[config.mk]
export PLATFORM = sky130hd
export DESIGN_NAME = tar_record_stream_parser
export DESIGN_NICKNAME = d
export VERILOG_FILES = /design/src/design/tar_pkg.sv /design/src/design/tar_parse_core.sv /design/src/design/tar_out_buf.sv /design/src/design/tar_record_stream_parser.sv
export SDC_FILE = /design/constraint.sdc
export NUM_CORES = 1
export LEC_CHECK = 0
export BUFFER_PORTS_ARGS = -buffer_cell sky130_fd_sc_hd__buf_2
export CORE_MARGIN = 2
export CORE_UTILIZATION = 64
export CTS_CLUSTER_DIAMETER = 40
export DETAILED_ROUTE_END_ITERATION = 6
export PLACE_DENSITY = 0.84
export SLEW_MARGIN = 20
export SYNTH_ARGS = -nofsm -noshare
export SYNTH_HDL_FRONTEND = slang
export SYNTH_SLANG_ARGS = --single-unit
[constraint.sdc]
create_clock -name clk -period 13.5 [get_ports clk]
set_input_delay 1.35 -clock clk [delete_from_list [all_inputs] [get_ports clk]]
set_output_delay 1.35 -clock clk [all_outputs]
set_load 0.01 [all_outputs]
[src/design/tar_pkg.sv]
// Types and constants of the tar record stream parser.
`timescale 1ns / 1ps
`default_nettype none

package tar_pkg;

	typedef enum logic [1:0] {
		PH_HEADER,
		PH_DATA,
		PH_PAD,
		PH_DONE
	} phase_t;

	typedef enum logic [1:0] {
		KIND_HEADER,
		KIND_DATA,
		KIND_PAD,
		KIND_IGNORED
	} kind_t;

	typedef enum logic [2:0] {
		EV_NONE,
		EV_DIR,
		EV_FILE,
		EV_END,
		EV_ERR
	} event_t;

	localparam logic [8:0] REC_LAST   = 9'd511;
	localparam logic [8:0] SIZE_FIRST = 9'd124;
	localparam logic [8:0] SIZE_LAST  = 9'd134;
	localparam logic [8:0] TYPE_AT    = 9'd156;
	localparam logic [7:0] CHAR_ZERO  = 8'h30;
	localparam logic [7:0] TYPE_FILE  = 8'h30;
	localparam logic [7:0] TYPE_DIR   = 8'h35;

	typedef struct packed {
		logic [7:0]  data_byte;
		kind_t       byte_kind;
		logic [8:0]  record_offset;
		logic        last_data_byte;
		event_t      event_res;
		logic [32:0] file_size;
	} tar_result_t;

endpackage

`default_nettype wire

[src/design/tar_parse_core.sv]
// Parser state and per-byte classification logic.
`timescale 1ns / 1ps
`default_nettype none

module tar_parse_core (
	input  logic                clk,
	input  logic                arst_n,
	input  logic                step,
	input  logic [7:0]          archive_byte,
	output tar_pkg::tar_result_t result
);
	import tar_pkg::*;

	phase_t      phase_q, phase_d;
	logic [8:0]  byte_position_q, byte_position_d;
	logic [32:0] size_acc_q, size_acc_d;
	logic        size_bad_q, size_bad_d;
	logic [7:0]  type_byte_q, type_byte_d;
	logic        rec_nz_q, rec_nz_d;
	logic        zero_seen_q, zero_seen_d;
	logic [32:0] remaining_q, remaining_d;

	logic        rec_end;
	logic        in_size;
	logic [7:0]  digit;
	logic        digit_ok;
	logic        rec_nz_now;
	logic        last_now;
	event_t      hdr_ev;

	assign rec_end    = (byte_position_q == REC_LAST);
	assign in_size    = (byte_position_q >= SIZE_FIRST) && (byte_position_q <= SIZE_LAST);
	assign digit      = archive_byte - CHAR_ZERO;
	assign digit_ok   = (digit[7:3] == 5'd0);
	assign rec_nz_now = rec_nz_q | (archive_byte != 8'd0);
	assign last_now   = (remaining_q == 33'd1);

	// Verdict on a header record, used on its last byte.
	always_comb begin
		if (type_byte_q == 8'd0) begin
			if (rec_nz_now) begin
				hdr_ev = EV_ERR;
			end else if (zero_seen_q) begin
				hdr_ev = EV_END;
			end else begin
				hdr_ev = EV_NONE;
			end
		end else if (zero_seen_q) begin
			hdr_ev = EV_ERR;
		end else if (type_byte_q == TYPE_DIR) begin
			hdr_ev = EV_DIR;
		end else if ((type_byte_q == TYPE_FILE) && !size_bad_q) begin
			hdr_ev = EV_FILE;
		end else begin
			hdr_ev = EV_ERR;
		end
	end

	// Next state.
	always_comb begin
		phase_d         = phase_q;
		byte_position_d = byte_position_q + 9'd1;
		size_acc_d      = size_acc_q;
		size_bad_d      = size_bad_q;
		type_byte_d     = type_byte_q;
		rec_nz_d        = rec_nz_q;
		zero_seen_d     = zero_seen_q;
		remaining_d     = remaining_q;
		unique case (phase_q)
			PH_HEADER: begin
				if (in_size) begin
					if (digit_ok) begin
						size_acc_d = {size_acc_q[29:0], digit[2:0]};
					end else begin
						size_bad_d = 1'b1;
					end
				end
				if (byte_position_q == TYPE_AT) begin
					type_byte_d = archive_byte;
				end
				rec_nz_d = rec_nz_now;
				if (rec_end) begin
					size_acc_d  = 33'd0;
					size_bad_d  = 1'b0;
					type_byte_d = 8'd0;
					rec_nz_d    = 1'b0;
					unique case (hdr_ev) inside
						EV_ERR, EV_END: begin
							phase_d = PH_DONE;
						end
						EV_FILE: begin
							remaining_d = size_acc_q;
							if (size_acc_q != 33'd0) begin
								phase_d = PH_DATA;
							end
						end
						EV_NONE: begin
							zero_seen_d = 1'b1;
						end
						default: begin
						end
					endcase
				end
			end
			PH_DATA: begin
				remaining_d = remaining_q - 33'd1;
				if (last_now) begin
					phase_d = rec_end ? PH_HEADER : PH_PAD;
				end
			end
			PH_PAD: begin
				if (rec_end) begin
					phase_d = PH_HEADER;
				end
			end
			PH_DONE: begin
			end
			default: begin
			end
		endcase
	end

	// Result fields.
	always_comb begin
		result.data_byte      = archive_byte;
		result.record_offset  = byte_position_q;
		result.byte_kind      = KIND_IGNORED;
		result.last_data_byte = 1'b0;
		result.event_res      = EV_NONE;
		result.file_size      = 33'd0;
		unique case (phase_q)
			PH_HEADER: begin
				result.byte_kind = KIND_HEADER;
				if (rec_end) begin
					result.event_res = hdr_ev;
					if (hdr_ev == EV_FILE) begin
						result.file_size = size_acc_q;
					end
				end
			end
			PH_DATA: begin
				result.byte_kind      = KIND_DATA;
				result.last_data_byte = last_now;
			end
			PH_PAD: begin
				result.byte_kind = KIND_PAD;
			end
			PH_DONE: begin
			end
			default: begin
			end
		endcase
	end

	always_ff @(posedge clk or negedge arst_n) begin
		if (!arst_n) begin
			phase_q         <= PH_HEADER;
			byte_position_q <= 9'd0;
			size_acc_q      <= 33'd0;
			size_bad_q      <= 1'b0;
			type_byte_q     <= 8'd0;
			rec_nz_q        <= 1'b0;
			zero_seen_q     <= 1'b0;
			remaining_q     <= 33'd0;
		end else if (step) begin
			phase_q         <= phase_d;
			byte_position_q <= byte_position_d;
			size_acc_q      <= size_acc_d;
			size_bad_q      <= size_bad_d;
			type_byte_q     <= type_byte_d;
			rec_nz_q        <= rec_nz_d;
			zero_seen_q     <= zero_seen_d;
			remaining_q     <= remaining_d;
		end
	end

endmodule

`default_nettype wire

[src/design/tar_out_buf.sv]
// Two-entry result register with skid stage.
`timescale 1ns / 1ps
`default_nettype none

module tar_out_buf (
	input  logic                 clk,
	input  logic                 arst_n,
	input  logic                 push_valid,
	output logic                 push_ready,
	input  tar_pkg::tar_result_t push_data,
	output logic                 pop_valid,
	input  logic                 pop_ready,
	output tar_pkg::tar_result_t pop_data
);
	import tar_pkg::*;

	tar_result_t main_q, skid_q;
	logic        main_valid_q, skid_valid_q;
	logic        push, load_main;

	assign push_ready = !skid_valid_q;
	assign push       = push_valid && push_ready;
	assign load_main  = !main_valid_q || pop_ready;
	assign pop_valid  = main_valid_q;
	assign pop_data   = main_q;

	always_ff @(posedge clk or negedge arst_n) begin
		if (!arst_n) begin
			main_valid_q <= 1'b0;
			skid_valid_q <= 1'b0;
		end else if (load_main) begin
			main_valid_q <= skid_valid_q || push;
			skid_valid_q <= 1'b0;
		end else if (push) begin
			skid_valid_q <= 1'b1;
		end
	end

	always_ff @(posedge clk) begin
		if (load_main) begin
			main_q <= skid_valid_q ? skid_q : push_data;
		end else if (push) begin
			skid_q <= push_data;
		end
	end

endmodule

`default_nettype wire

[src/design/tar_record_stream_parser.sv]
// Top level of the tar record stream parser.
// Each accepted byte's result is registered; it waits in the skid stage while the result register is held.
// Throughput: one byte per cycle while archive_ready is high; the result register
// and skid stage let a new request be taken while a finished result waits for result_ready.
// Reset: arst_n clears the parser to the header phase at record offset zero
// and empties the result register.
`timescale 1ns / 1ps
`default_nettype none

module tar_record_stream_parser (
	input  logic        clk,
	input  logic        arst_n,
	input  logic        archive_valid,
	output logic        archive_ready,
	input  logic [7:0]  archive_byte,
	output logic        result_valid,
	input  logic        result_ready,
	output logic [7:0]  data_byte,
	output logic [1:0]  byte_kind,
	output logic [8:0]  record_offset,
	output logic        last_data_byte,
	output logic [2:0]  event_res,
	output logic [32:0] file_size
);
	import tar_pkg::*;

	tar_result_t core_result;
	tar_result_t out_result;
	logic        step;

	assign step = archive_valid && archive_ready;

	tar_parse_core u_core (
		.clk          (clk),
		.arst_n       (arst_n),
		.step         (step),
		.archive_byte (archive_byte),
		.result       (core_result)
	);

	tar_out_buf u_out (
		.clk        (clk),
		.arst_n     (arst_n),
		.push_valid (archive_valid),
		.push_ready (archive_ready),
		.push_data  (core_result),
		.pop_valid  (result_valid),
		.pop_ready  (result_ready),
		.pop_data   (out_result)
	);

	assign data_byte      = out_result.data_byte;
	assign byte_kind      = out_result.byte_kind;
	assign record_offset  = out_result.record_offset;
	assign last_data_byte = out_result.last_data_byte;
	assign event_res      = out_result.event_res;
	assign file_size      = out_result.file_size;

endmodule

`default_nettype wire

After elaboration in Yosys (flattened, before gate mapping)
Index checks and enable logic that the tools add are counted.
Widths: inputs -> output; s select.
Cells by class
  $lt $le $gt $ge: 2
  multiplexer cells: 33
  eq/ne operators: 17
  add/sub/neg operators: 3
  bitwise logic cells: 2
  reductions and logical operators: 29
Operator list (number)
  $mux 33: 6
  $mux 36: 2
  $pmux 33 s2: 1
  $mux 56: 1
  $eq 33x1->1 const B: 1
  $reduce_bool 33->1: 1
  $sub 33x1->33 const B: 1
  $eq 8x6->1 const B: 2
  $mux 8: 2
  $reduce_and 4->1: 4
  $mux 3: 5
  $mux 2: 6
  $pmux 2 s3: 2
  $ne 2x1->1 const B: 5
  $reduce_bool 2->1: 5
  $add 9x1->9 const B: 1
  $eq 9x8->1 const B: 1
  $eq 9x9->1 const B: 1
  $ge 9x7->1 const B: 1
  $le 9x8->1 const B: 1
  $logic_not 8->1: 1
  $reduce_bool 8->1: 1
  $sub 8x6->8 const B: 1
  $mux 1: 7
  20 further kinds: 27
Word-level totals
  output and inout port bits: 58
  bits in registers: 202
  word-level logic and storage cells: 108

Depth between registers and ports, before layout
  depth after elaboration: 11
  mapped depth: 12
  gate-level depth less buffers: 9

Cells and area by module
A second synthesis with hierarchy kept.
Second synthesis, totals
  cell total of the unflattened synthesis: 723
  area total of the unflattened synthesis: 9173.8 um^2
Modules (own cells, without submodules)
  tar_parse_core: seq. area each 2202.1 um^2, area an instance 5014.8 um^2, cells an instance 539, times used 1
  tar_out_buf: seq. area each 3413.3 um^2, area an instance 4152.7 um^2, cells an instance 183, times used 1
  tar_record_stream_parser: seq. area each 0.0 um^2, area an instance 6.3 um^2, cells an instance 1, times used 1

Worst setup path before layout
No wires, ideal clock.
  path kind: in2reg
  start: in result_ready
  end: reg u_out.skid_q[0] (netlist bit) (enable)
  cell stages on the path: 2
  path slack: 7.777 ns
  library setup time: 0.470 ns
  data arrival time: 5.253 ns
  path buffers: 0
  cell sequence: nand2b_1 -> nor2_1
On the way
  cells in the longest elaborated chain, start to end: 3
Ends and longest elaborated chain
  start: declaration: line tar_record_stream_parser.sv:17  | input logic result_ready,
  $logic_or 1x1->1: line tar_out_buf.sv:23  | assign load_main = !main_valid_q || pop_ready;
  $not 1->1 (no line)
  $reduce_and 2->1 (no line)
  end signal: assignment: line tar_out_buf.sv:43  | skid_q <= push_data;
  end: declaration: line tar_out_buf.sv:17  | tar_result_t main_q, skid_q;
No other way between the ends.
A chain may end at the register's enable or synchronous reset.

Final worst setup path
  start: in archive_valid
  end: reg u_core.size_acc_q[11]
On the way
  cells in the longest elaborated chain, start to end: 2
Ends and longest elaborated chain
  start: declaration: line tar_record_stream_parser.sv:13  | input logic archive_valid,
  $logic_and 1x1->1: line tar_record_stream_parser.sv:31  | assign step = archive_valid && archive_ready;
  $reduce_and 4->1 (no line)
  end signal: assignment: line tar_parse_core.sv:168  | size_acc_q <= size_acc_d;
  end: declaration: line tar_parse_core.sv:16  | logic [32:0] size_acc_q, size_acc_d;
No other way between the ends.

==> impl_results.md <==
- Status: finished clean
- Cells after synthesis: 780
- Area growth from synthesis to layout: 14.9%
- Initial Util: roughly two thirds
- Most used DFF post-synth: edfxtp_1
- Chip width: about 130 um
- Fin nets: 871
- Post_cts resized: 0
- Worst setup SP type: primary input
- Relative slew slack: between 20% and 30%
- Tmin final: 4.17 ns
- CORE AREA: ~0.014 mm2
- Routed length on met1: 8980 um
- Leakage: ~4.2 nW
- Antenna violations before repair: 0
- Warnings from Yosys: 0
- Leading area contributor after synthesis: edfxtp_1
- Hold-fix buffers, CTS: 0
- Share of cells above drive strength 1: 21.8%
- Post-synth EDFFs: 112
- Worst-path clk slew: 0.06 ns
- Slew Viols, Final: 0
- #FFs+latches synth: roughly 200
- FF-to-FF End: u_core.size_acc_q[11]
- Final period utilization: 30.9%
- Yosys top cell area share: 35.9%
- Crit path max fanout: 36
- Synth top area cells: edfxtp_1, dfrtp_1, mux2_2
- PwrDens: 179 mW/mm2
- Clk root buf: clkbuf_16
- Met3 wire length: just over 2000 um
- ANT nets after route: 0
- 1st-iter DRT viols: 701
- HP Class: reg2reg
- Detail Placement HPWL: 13800 um
- Avg WL per Cell: 21.1 um
- Die Y: approximately 130 um
- Via Count: 6859
- Post-route core utilization: 74.7%
- Worst flop-to-flop path startpoint: u_out.skid_valid_q
- Most common cell in the netlist: edfxtp_1
- First-pass GRT wire length: 35900 um
- Critical Path End Type: flop
- Initial DRT Pass Iterations: 5
- Post-CTS setup buffer count: 0
- CTS Buffer Depth: 3
- H-tree levels: 1
- CP required: 13.89 ns
- Place WS: slightly above 8 ns
- Post-synthesis cell type count: 65
- Worst IR Drop VDD: 0.124 mV
- Reg2reg path depth: 7
- CTS Buf Count: 25
- Ys async rst share: 44.6%
- ANT cells: 0
- Clk sinks: 202
- Synth Cell Area: 0.00938 mm2
- Total negative slack: 0 ns
- Largest net degree at the start of global routing: 60
- Clock skew: ~0.02 ns
- RSZ-0062 raised after global routing: no
- Most frequent cells after synthesis: edfxtp_1, dfrtp_1, nand2_1, o21ai_0, mux2_2
- Least-Margin Pin Slew: 1.06 ns
- Row count: 44
- Metal2 WL: between 10000 and 15000 um
- Max Clock Freq: 240 MHz
- Avg Vias per Cell: roughly 6.5
- Top layer in use: met4
- Final Hold Fails: 0
- Worst setup margin: between 9 and 10 ns
- Worst skew pair latency: 0.54 ns
- Vias in the first global route: slightly below 7000
- Crit. Startpoint: archive_valid
- Register area share after synthesis: about three fifths
- Detailed Route WL: 22100 um
- IO buf count: 69
- Total GRT Usage: 28.2%
- DRC violations left: 0
- Max-cap violations: 0
- CTS tree: done
- Syn nets: roughly 800
- CP endpoint: u_core.size_acc_q[11]
- Overflow after GRT: 0
- Avg Cell Area, Syn: about 12 um2
- Setup-failing EPs final: 0
- Die area: around 0.016 mm2
- Io pins: 70
- Worst Path Arrival: between 4 and 5 ns
- Crit path kind: in2reg
- FF-to-FF setup slack: 9.82 ns
- GPL Wtd Cong: 0.910
worst max-delay path, stage by stage:
cell and delay, ns:
buf_2 0.10, and2b_1 0.67, nand2_2 0.60, or4_1 0.72, nor2_4 0.44, buf_12 0.27, mux2i_1 0.25, o21ai_0 0.13
logic make-up (layout without fill, tap and decap cells):
logic type / after synthesis / after routing / share of synthesized area, %
muxes: 86 / 86 / 9.87
xor gates and xnor gates: 8 / 8 / 0.747
buffers and inverters: 57 / 143 / 2.84
adders and majority gates: 12 / 12 / 1.60
AOI/OAI and AO/OA: 142 / 142 / 9.31
and+or+nand+nor: 273 / 273 / 15.7
DFF: 202 / 202 / 59.9
layout make-up:
cell class / instances / area [um2]
Sequential cell: 202 / 5620
Fill cell: 917 / 3650
Multi-Input combinational cell: 521 / 3510
Clock buffer: 34 / 743
Timing Repair Buffer: 78 / 448
Tap cell: 184 / 230
Clock inverter: 12 / 154
Inverter: 19 / 71.3
sequential cells by signal, summed over array words and instances, names as in the netlist:
signal and count:
u_core.byte_position_q 9, u_core.phase_q 2, u_core.rec_nz_q 1, u_core.remaining_q 33
u_core.size_acc_q 33, u_core.size_bad_q 1, u_core.type_byte_q 8, u_core.zero_seen_q 1
u_out.pop_data 56, u_out.pop_valid 1, u_out.skid_q 56, u_out.skid_valid_q 1
layout by cell type, fill, tap and decap left out, drive strengths merged, types with 11 or more instances in the layout:
cell type and count:
a21oi 30, and2 36, buf 78, clkbuf 34
dfrtp 90, edfxtp 112, ha 12, inv 25
mux2 52, mux2i 34, nand2 83, nand3 11
nand4 15, nor2 34, nor3 14, nor4 25
o21ai 63, o22ai 17, or4 13
stage by stage:
stage          cells  cell area, um2  total power [mW]  hold slack [ns]
4_1_cts         1049           10800              1.92            0.495
2_1_floorplan    780            9380              1.10            0.449
6_report        1050           10800              1.93            0.506
3_3_place_gp    1002            9830              1.19            0.477
5_1_grt         1050           10800              2.01            0.516
3_5_place_dp    1003            9850              1.22            0.479
per-layer routing:
metal / global-route usage, % / vias to the layer above
met3: 4.41 / 63
met1: 40.9 / 3359
met2: 43.9 / 370
met5: 0 / -
met4: 10.2 / 0
li1: - / 3067
how the worst min path moves through the flow:
stage	endpoint	cells past startpoint	start	slack, ns
after floorplan	u_core.remaining_q[30]	1	u_core.remaining_q[30]	0.45
after global placement	u_core.remaining_q[30]	1	u_core.remaining_q[30]	0.48
after detailed placement	u_core.remaining_q[30]	1	u_core.remaining_q[30]	0.48
after CTS	u_core.remaining_q[30]	1	u_core.remaining_q[30]	0.49
after global routing	u_core.remaining_q[30]	1	u_core.remaining_q[30]	0.52
final	u_core.remaining_q[30]	1	u_core.remaining_q[30]	0.51
where the power goes:
part / total (mW) / internal, mW / switching (mW) / leakage [nW]
clock: 0.705 / 0.433 / 0.272 / 0.438
combinational: 0.366 / 0.149 / 0.217 / 1.58
sequential: 0.856 / 0.756 / 0.0993 / 2.17
No activity file was read; power rests on OpenSTA's default activity.
